## src/hdl/lru_key_value_cache_unit_defines.svh

```systemverilog
// assertion macros used by the cache rtl
`ifndef LRU_KEY_VALUE_CACHE_UNIT_DEFINES_SVH
`define LRU_KEY_VALUE_CACHE_UNIT_DEFINES_SVH

// same-cycle implication
`define LKVC_ASSERT_IMP(label, clk, rst, ante, cons) \
   label: assert property (@(posedge clk) disable iff (rst) (ante) |-> (cons)) \
      else $error("lkvc assertion failed");

// next-cycle implication
`define LKVC_ASSERT_NXT(label, clk, rst, ante, cons) \
   label: assert property (@(posedge clk) disable iff (rst) (ante) |=> (cons)) \
      else $error("lkvc assertion failed");

`endif

```

## src/hdl/lkvc_pkg.sv

```systemverilog
package lkvc_pkg;

   localparam int unsigned DEFAULT_MAX_ENTRIES = 16;

   localparam int unsigned CFG_W          = 5;
   localparam int unsigned CAPACITY_RESET = 16;

   localparam int unsigned KEY_W   = 32;
   localparam int unsigned VALUE_W = 32;

   localparam int unsigned REQ_DATA_W = KEY_W + VALUE_W;
   localparam int unsigned REQ_USER_W = 1;
   localparam int unsigned RSP_DATA_W = VALUE_W;
   localparam int unsigned RSP_USER_W = 1;

   typedef enum logic [0:0] {
      MODE_GET = 1'b0,
      MODE_PUT = 1'b1
   } mode_type;

endpackage

```

## src/hdl/lru_key_value_cache_unit.sv

```systemverilog
// Fully associative key-value cache with least-recently-used replacement. It sustains one
// request per clock while the response side does not stall: a request is registered on accept,
// its key is compared against every stored key in parallel, and when the response register can
// advance the recency ranks and valid bits are updated and the value store is read or written;
// the response is ready in the cycle after that, since the value store is a single RAM with a
// registered read. A request can therefore be accepted every cycle while rsp_tready holds. After
// reset the cache is empty at once: there is no clearing pass. The capacity register may only be
// written while the unit is idle; 0 acts as 1 and values above MAX_ENTRIES act as MAX_ENTRIES.
`include "lru_key_value_cache_unit_defines.svh"

module lru_key_value_cache_unit #(
   parameter int unsigned MAX_ENTRIES = lkvc_pkg::DEFAULT_MAX_ENTRIES
) (
   input  logic                             clock,
   input  logic                             reset,
   // request
   input  logic                             req_tvalid,
   output logic                             req_tready,
   input  logic [lkvc_pkg::REQ_DATA_W-1:0]  req_tdata,   // key, value
   input  logic [lkvc_pkg::REQ_USER_W-1:0]  req_tuser,   // mode
   // response
   output logic                             rsp_tvalid,
   input  logic                             rsp_tready,
   output logic [lkvc_pkg::RSP_DATA_W-1:0]  rsp_tdata,   // read_value
   output logic [lkvc_pkg::RSP_USER_W-1:0]  rsp_tuser,   // found
   // capacity register
   input  logic                             csr_wr_en,
   input  logic [lkvc_pkg::CFG_W-1:0]       csr_wr_data
);

   import lkvc_pkg::*;

   localparam int unsigned IDX_W  = (MAX_ENTRIES > 1) ? $clog2(MAX_ENTRIES) : 1;
   localparam int unsigned RANK_W = IDX_W;
   localparam int unsigned CNT_W  = $clog2(MAX_ENTRIES + 1);
   localparam int unsigned CMP_W  = (CNT_W > CFG_W) ? CNT_W : CFG_W;

   logic [CFG_W-1:0]        cap_ff;

   logic                    in_valid_ff;
   mode_type                in_mode_ff;
   logic [KEY_W-1:0]        in_key_ff;
   logic [VALUE_W-1:0]      in_value_ff;

   logic                    out_valid_ff;
   logic                    found_ff;

   logic [MAX_ENTRIES-1:0]  valid_ff;
   logic [MAX_ENTRIES-1:0]  valid_in;
   logic [KEY_W-1:0]        key_ff [MAX_ENTRIES];
   logic [RANK_W-1:0]       rank_ff [MAX_ENTRIES];
   logic [RANK_W-1:0]       rank_in [MAX_ENTRIES];
   logic [CNT_W-1:0]        count_ff;
   logic [CNT_W-1:0]        count_in;

   logic                    advance;
   logic                    do_item;
   logic                    is_put;
   logic [MAX_ENTRIES-1:0]  match;
   logic                    hit;
   logic [IDX_W-1:0]        hit_idx;
   logic [RANK_W-1:0]       hit_rank;
   logic [CMP_W-1:0]        eff_cap;
   logic                    full;
   logic [CNT_W-1:0]        last_rank;
   logic [MAX_ENTRIES-1:0]  victim;
   logic                    evict;
   logic [MAX_ENTRIES-1:0]  kept;
   logic [MAX_ENTRIES-1:0]  free_first;
   logic [MAX_ENTRIES-1:0]  ins_oh;
   logic [IDX_W-1:0]        ins_idx;
   logic [MAX_ENTRIES-1:0]  key_we;
   logic [VALUE_W-1:0]      ram_rd_data;

   assign advance    = !out_valid_ff || rsp_tready;
   assign req_tready = !in_valid_ff || advance;
   assign do_item    = in_valid_ff && advance;
   assign is_put     = (in_mode_ff == MODE_PUT);

   // parallel key compare and lookup
   always_comb begin
      hit_idx  = '0;
      hit_rank = '0;
      for (int i = 0; i < MAX_ENTRIES; i++) begin
         match[i] = valid_ff[i] && (key_ff[i] == in_key_ff);
         if (match[i]) begin
            hit_idx  = hit_idx | IDX_W'(i);
            hit_rank = hit_rank | rank_ff[i];
         end
      end
      hit = |match;
   end

   // effective capacity and victim selection
   always_comb begin
      eff_cap = CMP_W'(cap_ff);
      if (eff_cap == '0) begin
         eff_cap = CMP_W'(1);
      end else if (eff_cap > CMP_W'(MAX_ENTRIES)) begin
         eff_cap = CMP_W'(MAX_ENTRIES);
      end
      full      = (CMP_W'(count_ff) >= eff_cap);
      last_rank = count_ff - CNT_W'(1);
      for (int i = 0; i < MAX_ENTRIES; i++) begin
         victim[i] = valid_ff[i] && (CNT_W'(rank_ff[i]) == last_rank);
      end
      evict      = is_put && !hit && full;
      kept       = valid_ff & ~(evict ? victim : '0);
      free_first = ~valid_ff & (valid_ff + MAX_ENTRIES'(1));
      ins_oh     = evict ? victim : free_first;
      ins_idx    = '0;
      for (int i = 0; i < MAX_ENTRIES; i++) begin
         if (ins_oh[i]) begin
            ins_idx = ins_idx | IDX_W'(i);
         end
      end
   end

   // next state of valid bits, ranks and fill count
   always_comb begin
      valid_in = valid_ff;
      count_in = count_ff;
      key_we   = '0;
      for (int i = 0; i < MAX_ENTRIES; i++) begin
         rank_in[i] = rank_ff[i];
      end
      if (do_item) begin
         if (hit) begin
            for (int i = 0; i < MAX_ENTRIES; i++) begin
               if (match[i]) begin
                  rank_in[i] = '0;
               end else if (valid_ff[i] && (rank_ff[i] < hit_rank)) begin
                  rank_in[i] = RANK_W'(rank_ff[i] + RANK_W'(1));
               end
            end
         end else if (is_put) begin
            for (int i = 0; i < MAX_ENTRIES; i++) begin
               if (ins_oh[i]) begin
                  rank_in[i] = '0;
               end else if (kept[i]) begin
                  rank_in[i] = RANK_W'(rank_ff[i] + RANK_W'(1));
               end
            end
            valid_in = kept | ins_oh;
            key_we   = ins_oh;
            count_in = evict ? count_ff : CNT_W'(count_ff + CNT_W'(1));
         end
      end
   end

   always_ff @(posedge clock) begin
      if (reset) begin
         cap_ff       <= CFG_W'(CAPACITY_RESET);
         in_valid_ff  <= 1'b0;
         out_valid_ff <= 1'b0;
         found_ff     <= 1'b0;
         valid_ff     <= '0;
         count_ff     <= '0;
      end else begin
         if (csr_wr_en) begin
            cap_ff <= csr_wr_data;
         end
         if (req_tready) begin
            in_valid_ff <= req_tvalid;
         end
         if (advance) begin
            out_valid_ff <= in_valid_ff;
            found_ff     <= in_valid_ff && !is_put && hit;
         end
         valid_ff <= valid_in;
         count_ff <= count_in;
      end
   end

   always_ff @(posedge clock) begin
      if (req_tvalid && req_tready) begin
         in_mode_ff  <= mode_type'(req_tuser[0]);
         in_key_ff   <= req_tdata[KEY_W-1:0];
         in_value_ff <= req_tdata[REQ_DATA_W-1:KEY_W];
      end
      for (int i = 0; i < MAX_ENTRIES; i++) begin
         rank_ff[i] <= rank_in[i];
         if (key_we[i]) begin
            key_ff[i] <= in_key_ff;
         end
      end
   end

   lkvc_ram #(
      .WIDTH (VALUE_W),
      .DEPTH (MAX_ENTRIES)
   ) u_value_ram (
      .clock   (clock),
      .wr_en   (do_item && is_put),
      .wr_addr (hit ? hit_idx : ins_idx),
      .wr_data (in_value_ff),
      .rd_en   (do_item),
      .rd_addr (hit_idx),
      .rd_data (ram_rd_data)
   );

   assign rsp_tvalid = out_valid_ff;
   assign rsp_tdata  = found_ff ? ram_rd_data : '0;
   assign rsp_tuser  = found_ff;

   `LKVC_ASSERT_IMP(a_count_matches_valid, clock, reset, 1'b1,
      $countones(valid_ff) == int'(count_ff))
   `LKVC_ASSERT_NXT(a_put_not_found, clock, reset, do_item && is_put, !found_ff)
   `LKVC_ASSERT_IMP(a_victim_unique, clock, reset, do_item && evict, $onehot(victim))
   `LKVC_ASSERT_IMP(a_insert_slot, clock, reset, do_item && is_put && !hit, $onehot(ins_oh))

endmodule

```

## src/hdl/lkvc_ram.sv

```systemverilog
module lkvc_ram #(
   parameter int unsigned WIDTH = 32,
   parameter int unsigned DEPTH = 16,
   localparam int unsigned ADDR_W = (DEPTH > 1) ? $clog2(DEPTH) : 1
) (
   input  logic              clock,
   input  logic              wr_en,
   input  logic [ADDR_W-1:0] wr_addr,
   input  logic [WIDTH-1:0]  wr_data,
   input  logic              rd_en,
   input  logic [ADDR_W-1:0] rd_addr,
   output logic [WIDTH-1:0]  rd_data
);

   logic [WIDTH-1:0] mem_ff [DEPTH];
   logic [WIDTH-1:0] rd_data_ff;

   always_ff @(posedge clock) begin
      if (wr_en) begin
         mem_ff[wr_addr] <= wr_data;
      end
      if (rd_en) begin
         rd_data_ff <= mem_ff[rd_addr];
      end
   end

   assign rd_data = rd_data_ff;

endmodule

```

## config.mk

```make
export PLATFORM = sky130hd
export DESIGN_NAME = lru_key_value_cache_unit
export DESIGN_NICKNAME = d
export VERILOG_FILES = /design/src/hdl/lkvc_pkg.sv /design/src/hdl/lru_key_value_cache_unit.sv /design/src/hdl/lkvc_ram.sv
export VERILOG_INCLUDE_DIRS = /design/src /design/src/hdl
export SDC_FILE = /design/constraint.sdc
export NUM_CORES = 2
export LEC_CHECK = 0
export BUFFER_PORTS_ARGS = -buffer_cell sky130_fd_sc_hd__buf_2
export CAP_MARGIN = 25
export CELL_PAD_IN_SITES_DETAIL_PLACEMENT = 1
export CELL_PAD_IN_SITES_GLOBAL_PLACEMENT = 2
export CORE_MARGIN = 2
export CORE_UTILIZATION = 30
export CTS_CLUSTER_DIAMETER = 50
export CTS_CLUSTER_SIZE = 12
export DETAILED_ROUTE_END_ITERATION = 6
export PLACE_DENSITY = 0.66
export SLEW_MARGIN = 30
export SYNTH_ARGS = -nofsm -noshare
export SYNTH_HDL_FRONTEND = slang
export SYNTH_SLANG_ARGS = --single-unit
```

## constraint.sdc

```tcl
create_clock -name clock -period 8.2 [get_ports clock]
set_input_delay 0.82 -clock clock [delete_from_list [all_inputs] [get_ports clock]]
set_output_delay 0.82 -clock clock [all_outputs]
set_load 0.005 [all_outputs]
```

# Yosys cells after proc, flatten, opt, wreduce, memory -nomap -nowiden
# Memory sizes are Yosys's and may differ from the RTL's. A register that Yosys moved wholly into a read port is not among the register bits.
# Cells that the tools add are included.
# classes
bitwise_logic	22
magnitude_cmp	18
n_addsub	19
n_mux	156
n_reduce_logical	65
eq_ne	32
# ops
op	n
32-bit equality test	16
4-bit two-way mux	97
64-bit two-way mux	3
4-bit by 5-bit equality test with 1-bit output	16
16-bit two-way mux	5
4-bit by 1-bit adder with 4-bit output, second input constant	16
4-bit less-than comparator	16
4-bit bitwise OR	15
1-bit logical AND	55
1-bit two-way mux	36
16-bit AND	2
32-bit two-way mux	1
16-bit inverter	2
3-bit two-way mux	8
16-bit by 1-bit adder with 16-bit output, second input constant	1
16-bit bitwise OR	1
16-bit OR reduction	1
5-bit two-way mux	2
2-bit two-way mux	4
5-bit by 1-bit adder with 5-bit output, second input constant	1
5-bit >= comparator	1
5-bit > comparator, second input constant	1
5-bit logical NOT	1
5-bit by 1-bit subtractor with 5-bit output, second input constant	1
5 further kinds	10
# word_totals
n_memories	3
in_bits	75
mem_bits_rw	1088
reg_bits	94
# mem_list
name	words	word_bits	rd	rd_clocked_by_memory_dff	wr	line_no	text
key_ff	16	32	16	0	16	lru_key_value_cache_unit.sv:50	logic [KEY_W-1:0] key_ff [MAX_ENTRIES];
u_value_ram.mem_ff	16	32	1	1	1	lkvc_ram.sv:15	logic [WIDTH-1:0] mem_ff [DEPTH];
rank_ff	16	4	16	0	16	lru_key_value_cache_unit.sv:51	logic [RANK_W-1:0] rank_ff [MAX_ENTRIES];

# Logic depth before layout (Yosys ltp)
# An unclocked memory read counts as a cell.
# depth
ltp_word	40
ltp_mapped	17
depth_no_buf	14

# By module
# A second synthesis with hierarchy kept.
# hier_totals
hier_cells	3374
hier_area_um2	53496.3
# by_module_without_submodules
mod	seq_area_each_um2	cells_each	area_each_um2	instances
lru_key_value_cache_unit	19829.0	2536	33340.7	1
lkvc_ram	16335.7	838	20155.6	1

# Worst setup path before layout
# OpenSTA, ideal clock, no wires.
# synth_timing
path_kind	register -> register
startpoint	register in_key_ff[14]
endpoint	memory key_ff[0][0], enable pin
path_buffers	5
required_time_ns	7.730
arrival_time_ns	5.374
path_stages_with_launch	14
setup_ns	0.470
path_slack_ns	2.356
path_cell_list	edfxtp_1 buf_4 buf_12 xnor2_1 nand4_1 nor3_1 and3b_1 buf_6 or4_4 nor4_2 buf_6 buf_2 nand2_1 a211oi_1
# synth_lines
item	line_no	text
start: declaration	lru_key_value_cache_unit.sv:42	logic [KEY_W-1:0] in_key_ff;
start signal: assignment	lru_key_value_cache_unit.sv:178	in_key_ff <= req_tdata[KEY_W-1:0];
end: declaration	lru_key_value_cache_unit.sv:50	

# Final worst setup path
# layout_timing
startpoint	register in_key_ff[11]
endpoint	memory u_value_ram.mem_ff[3][6], enable pin
# layout_via
elab_chain_len	23
# layout_lines
item	line_no	text
32-bit equality test	lru_key_value_cache_unit.sv:85	match[i] = valid_ff[i] && (key_ff[i] == in_key_ff);
1-bit logical AND	lru_key_value_cache_unit.sv:85	
16-bit OR reduction	lru_key_value_cache_unit.sv:91	hit = |match;
1-bit logical NOT	lru_key_value_cache_unit.sv:107	evict = is_put && !hit && full;
1-bit logical AND (2 in a row)	lru_key_value_cache_unit.sv:107	
16-bit two-way mux	lru_key_value_cache_unit.sv:110	ins_oh = evict ? victim : free_first;
1-bit two-way mux	lru_key_value_cache_unit.sv:113	if (ins_oh[i]) begin
2-bit two-way mux (2 in a row)	lru_key_value_cache_unit.sv:113	
3-bit two-way mux (4 in a row)	lru_key_value_cache_unit.sv:113	
4-bit two-way mux (8 in a row)	lru_key_value_cache_unit.sv:113	
4-bit two-way mux (*)	lru_key_value_cache_unit.sv:195	.wr_addr (hit ? hit_idx : ins_idx),
end: declaration	lkvc_ram.sv:15	
# Mark *: on every way between the ends. The rest lies on a longest branch, timed or not.

==> results.py <==
metrics = {
    "global_route": {
        "grt_max_degree": 131,
        "grt_util_all_layers_pct": 19.1,
        "grt_overflow": 0,
        "grt_first_pass_wirelength_mm": 260,
        "grt_pass1_vias": 35800,
        "grt_antenna_before_repair": 5,
    },
    "critical_path": {
        "cp_num_buf_inv": 3,
        "cp_common_cell": "buf_4",
        "crit_path_cell_trace": "buf_4 -> nand2b_1 -> nand4_1 -> a2111oi_0 -> and4_1 -> nor4_4 -> buf_4 -> nand2_4 -> mux2i_1 -> or3_1 -> nor2_4 -> buf_4",
        "cp.required_ns": 8.65,
        "slowest_delay_ns": 0.73,
        "worst_setup_path_end_kind": "register",
        "cpLargestDelayFamily": "simple AND/OR/NAND/NOR gates",
        "path_max_fanout": 36,
        "slowest_stage": "edfxtp_1",
        "critPathKind": "register to register",
        "startpoint_type": "register",
        "cp.arrival_ns": 6.72,
    },
    "logic_synthesis": {
        "netlist_instances": 3910,
        "yosys-top-cells-count": "1185 x edfxtp_1, 385 x xnor2_1, 200 x xor2_1",
        "seq_area_frac_synth_pct": 65.7,
        "synth_edf_count": 1185,
        "syn_nets": 4056,
        "synth_area_um2": 55000,
        "synth.area.top_cells": "edfxtp_1 65%, xnor2_1 6.1%, xor2_1 3.2%",
        "synth-seq-cells": 1214,
        "synth-async-reset-ratio_pct": 0,
        "synth_ff_type": "edfxtp_1",
        "yosysTopAreaCell": "edfxtp_1",
        "synth_cell_types": 86,
        "avgSynthCellArea_um2": 14.1,
        "synth_top_cell_area_share_pct": 64.7,
        "ys_warn_count": 0,
        "synth.most_common_cell": "edfxtp_1",
    },
    "power": {
        "intPower_mw": 10.4,
        "power_leakage_nw": 20.0,
        "p_per_area_nw_per_um2": 212,
        "vdd_drop_max_v": 0.000166,
        "clockPowerShare_pct": 44.4,
        "switching_share_pct": 22.7,
        "power_frac_seq_pct": 51.7,
        "pwr-share-comb_pct": 3.9,
        "switching_power_mw": 3.05,
    },
    "floorplanning": {
        "boundaryPins": 110,
        "die_h_um": 432,
        "core_um2": 183000,
        "die_area_um2": 187000,
        "core.rowCount": 157,
        "fp.dieW_um": 432,
        "start_util_pct": 30.1,
    },
    "clocking": {
        "worst_skew_pair.late_latency_ns": 0.79,
        "clockRootBuffer": "clkbuf_16",
        "hold_buffers": 0,
        "cts.sinks": 1214,
        "tritoncts": "done",
        "path_clk_slew_ns": 0.06,
        "cts.path.max_buffers": 3,
        "post_cts_buffers": 0,
        "cts-resized-gates": 0,
        "numCtsBuffers": 140,
        "h-tree-depth": 4,
    },
    "min_path": {
        "worstHoldPathType": "primary input to register",
    },
    "sta": {
        "rsz0062_at_grt": "false",
        "setup_ws_ns": 1.92,
        "drv_slew": 0,
        "tns_ns": 0,
        "timing.final.crit_share_pct": 76.5,
        "final-hold-violation-count": 0,
        "post-route-min-period_ns": 6.28,
        "max_slew_margin_pct": 30.8,
        "fmaxAchievable_ghz": 0.159,
        "finalSetupViolations": 0,
        "worst_pin_slew_ns": 1.04,
        "skew_ns": 0.0290,
    },
    "placement": {
        "port_buffers": 109,
        "gp_congestion": 0.846,
        "post-place-ws_ns": 1.97,
        "dpl.hpwl_mm": 113,
        "placed_area_um2": 59000,
    },
    "layout": {
        "stdcell_area_um2": 63300,
        "final_layout_size_suffix_gt1_share_pct": 14.5,
        "area_growth_pct": 15.0,
        "utilization_pct": 34.6,
        "nets": 4227,
    },
    "routing": {
        "vias": 34900,
        "wl_per_cell_um": 27.5,
        "ant_nets": 0,
        "via_per_inst": 5.33,
        "drc": 0,
        "dr.pass1.iters": 5,
        "routed_wl_mm": 180,
        "first_iter_violations": 2858,
    },
    "run": {
        "max_cap_viol_count": 0,
    },
    "outcome": {
        "status": "complete, no violations",
    },
}
cell type report:
cell class	count	area, µm²
Antenna cell	3	7.51
Clock buffer	154	3620
Clock inverter	65	617
Fill cell	19100	119000
Inverter	53	199
Multi-Input combinational cell	2429	17700
Sequential cell	1214	36200
Tap cell	2385	2980
Timing Repair Buffer	243	1940
per-stage QoR:
| stage | hold WS [ns] | power [mW] | std cells |
|---|---|---|---|
| after floorplan | 0.461 | 7.35 | 3910 |
| after global placement | 0.497 | 7.59 | 6306 |
| after detailed placement | 0.504 | 7.60 | 6322 |
| after CTS | 0.160 | 13.5 | 6541 |
| after global routing | 0.188 | 13.8 | 6543 |
| final | 0.208 | 13.4 | 6546 |
metal layers:
metal	global-route usage [%]	vias up	wire, µm
met1	27.0	18300	82900
met4	5.37	0	4370
met5	0	-	0
met3	2.69	256	9190
met2	30.4	1028	83600
li1	-	15300	-
cell families (layout without fill, tap and decap cells):
kind of cell | count (synthesis) | count (layout) | synth area share [%]
AO/OA/AOI/OAI | 498 | 498 | 6.33
buffers and inverters | 267 | 515 | 2.76
AND/OR/NAND/NOR | 1123 | 1123 | 11.1
other | 0 | 3 | 0
multiplexers | 143 | 143 | 2.76
adder cells (fa/ha/maj) | 71 | 71 | 1.61
flip-flops | 1214 | 1214 | 65.7
XOR/XNOR | 594 | 594 | 9.67
registers in the layout, indices dropped and copies added, names as in the netlist, 5 cells and up:
register             cells
key_ff                 512
u_value_ram.mem_ff     512
rank_ff                 64
in_key_ff               32
in_value_ff             32
u_value_ram.rd_data     32
valid_ff                16
cap_ff                   5
count_ff                 5
layout by cell type, fill, tap and decap left out, types with 19 or more instances in the layout:
master / Yosys / final
clkbuf_16: 0 / 143
xor2_1: 200 / 199
nand3_1: 177 / 176
inv_1: 53 / 52
and2_1: 44 / 42
nor2_1: 147 / 121
dfxtp_1: 29 / 29
mux2_2: 66 / 66
clkinv_1: 0 / 19
nand2_1: 161 / 160
a21oi_1: 85 / 77
nor4_1: 89 / 88
o21ai_0: 124 / 124
o211ai_1: 38 / 38
buf_4: 32 / 108
mux2i_1: 75 / 75
a211oi_1: 40 / 39
or4_1: 22 / 21
edfxtp_1: 1185 / 1185
nand4_1: 162 / 162
ha_1: 71 / 71
nor2_4: 0 / 19
and3_1: 23 / 23
a221oi_1: 68 / 68
xnor2_1: 385 / 384
nor3_1: 124 / 123
buf_2: 25 / 109
nand2b_1: 67 / 67
o221a_2: 30 / 30
power by group through the flow:
stage / clock (mW) / sequential, mW / combinational, mW
finish: 5.95 / 6.94 / 0.525
global route: 6.29 / 6.95 / 0.561
CTS: 6.08 / 6.95 / 0.528
detailed placement: 0 / 7.08 / 0.526
global placement: 0 / 7.07 / 0.518
floorplan: 0 / 7.04 / 0.317
final timing paths:
path / end / startpoint / cells past startpoint / slack (ns)
hold reg to reg: cap_ff[0] / cap_ff[0] / 2 / 0.52
setup reg to reg: u_value_ram.mem_ff[3][6] / in_key_ff[11] / 12 / 1.92
setup / recovery: u_value_ram.mem_ff[3][6] / in_key_ff[11] / 12 / 1.92
hold / removal: in_key_ff[23] / req_tdata[23] / 1 / 0.21
Note: power is estimated with default switching activity, not from simulation.
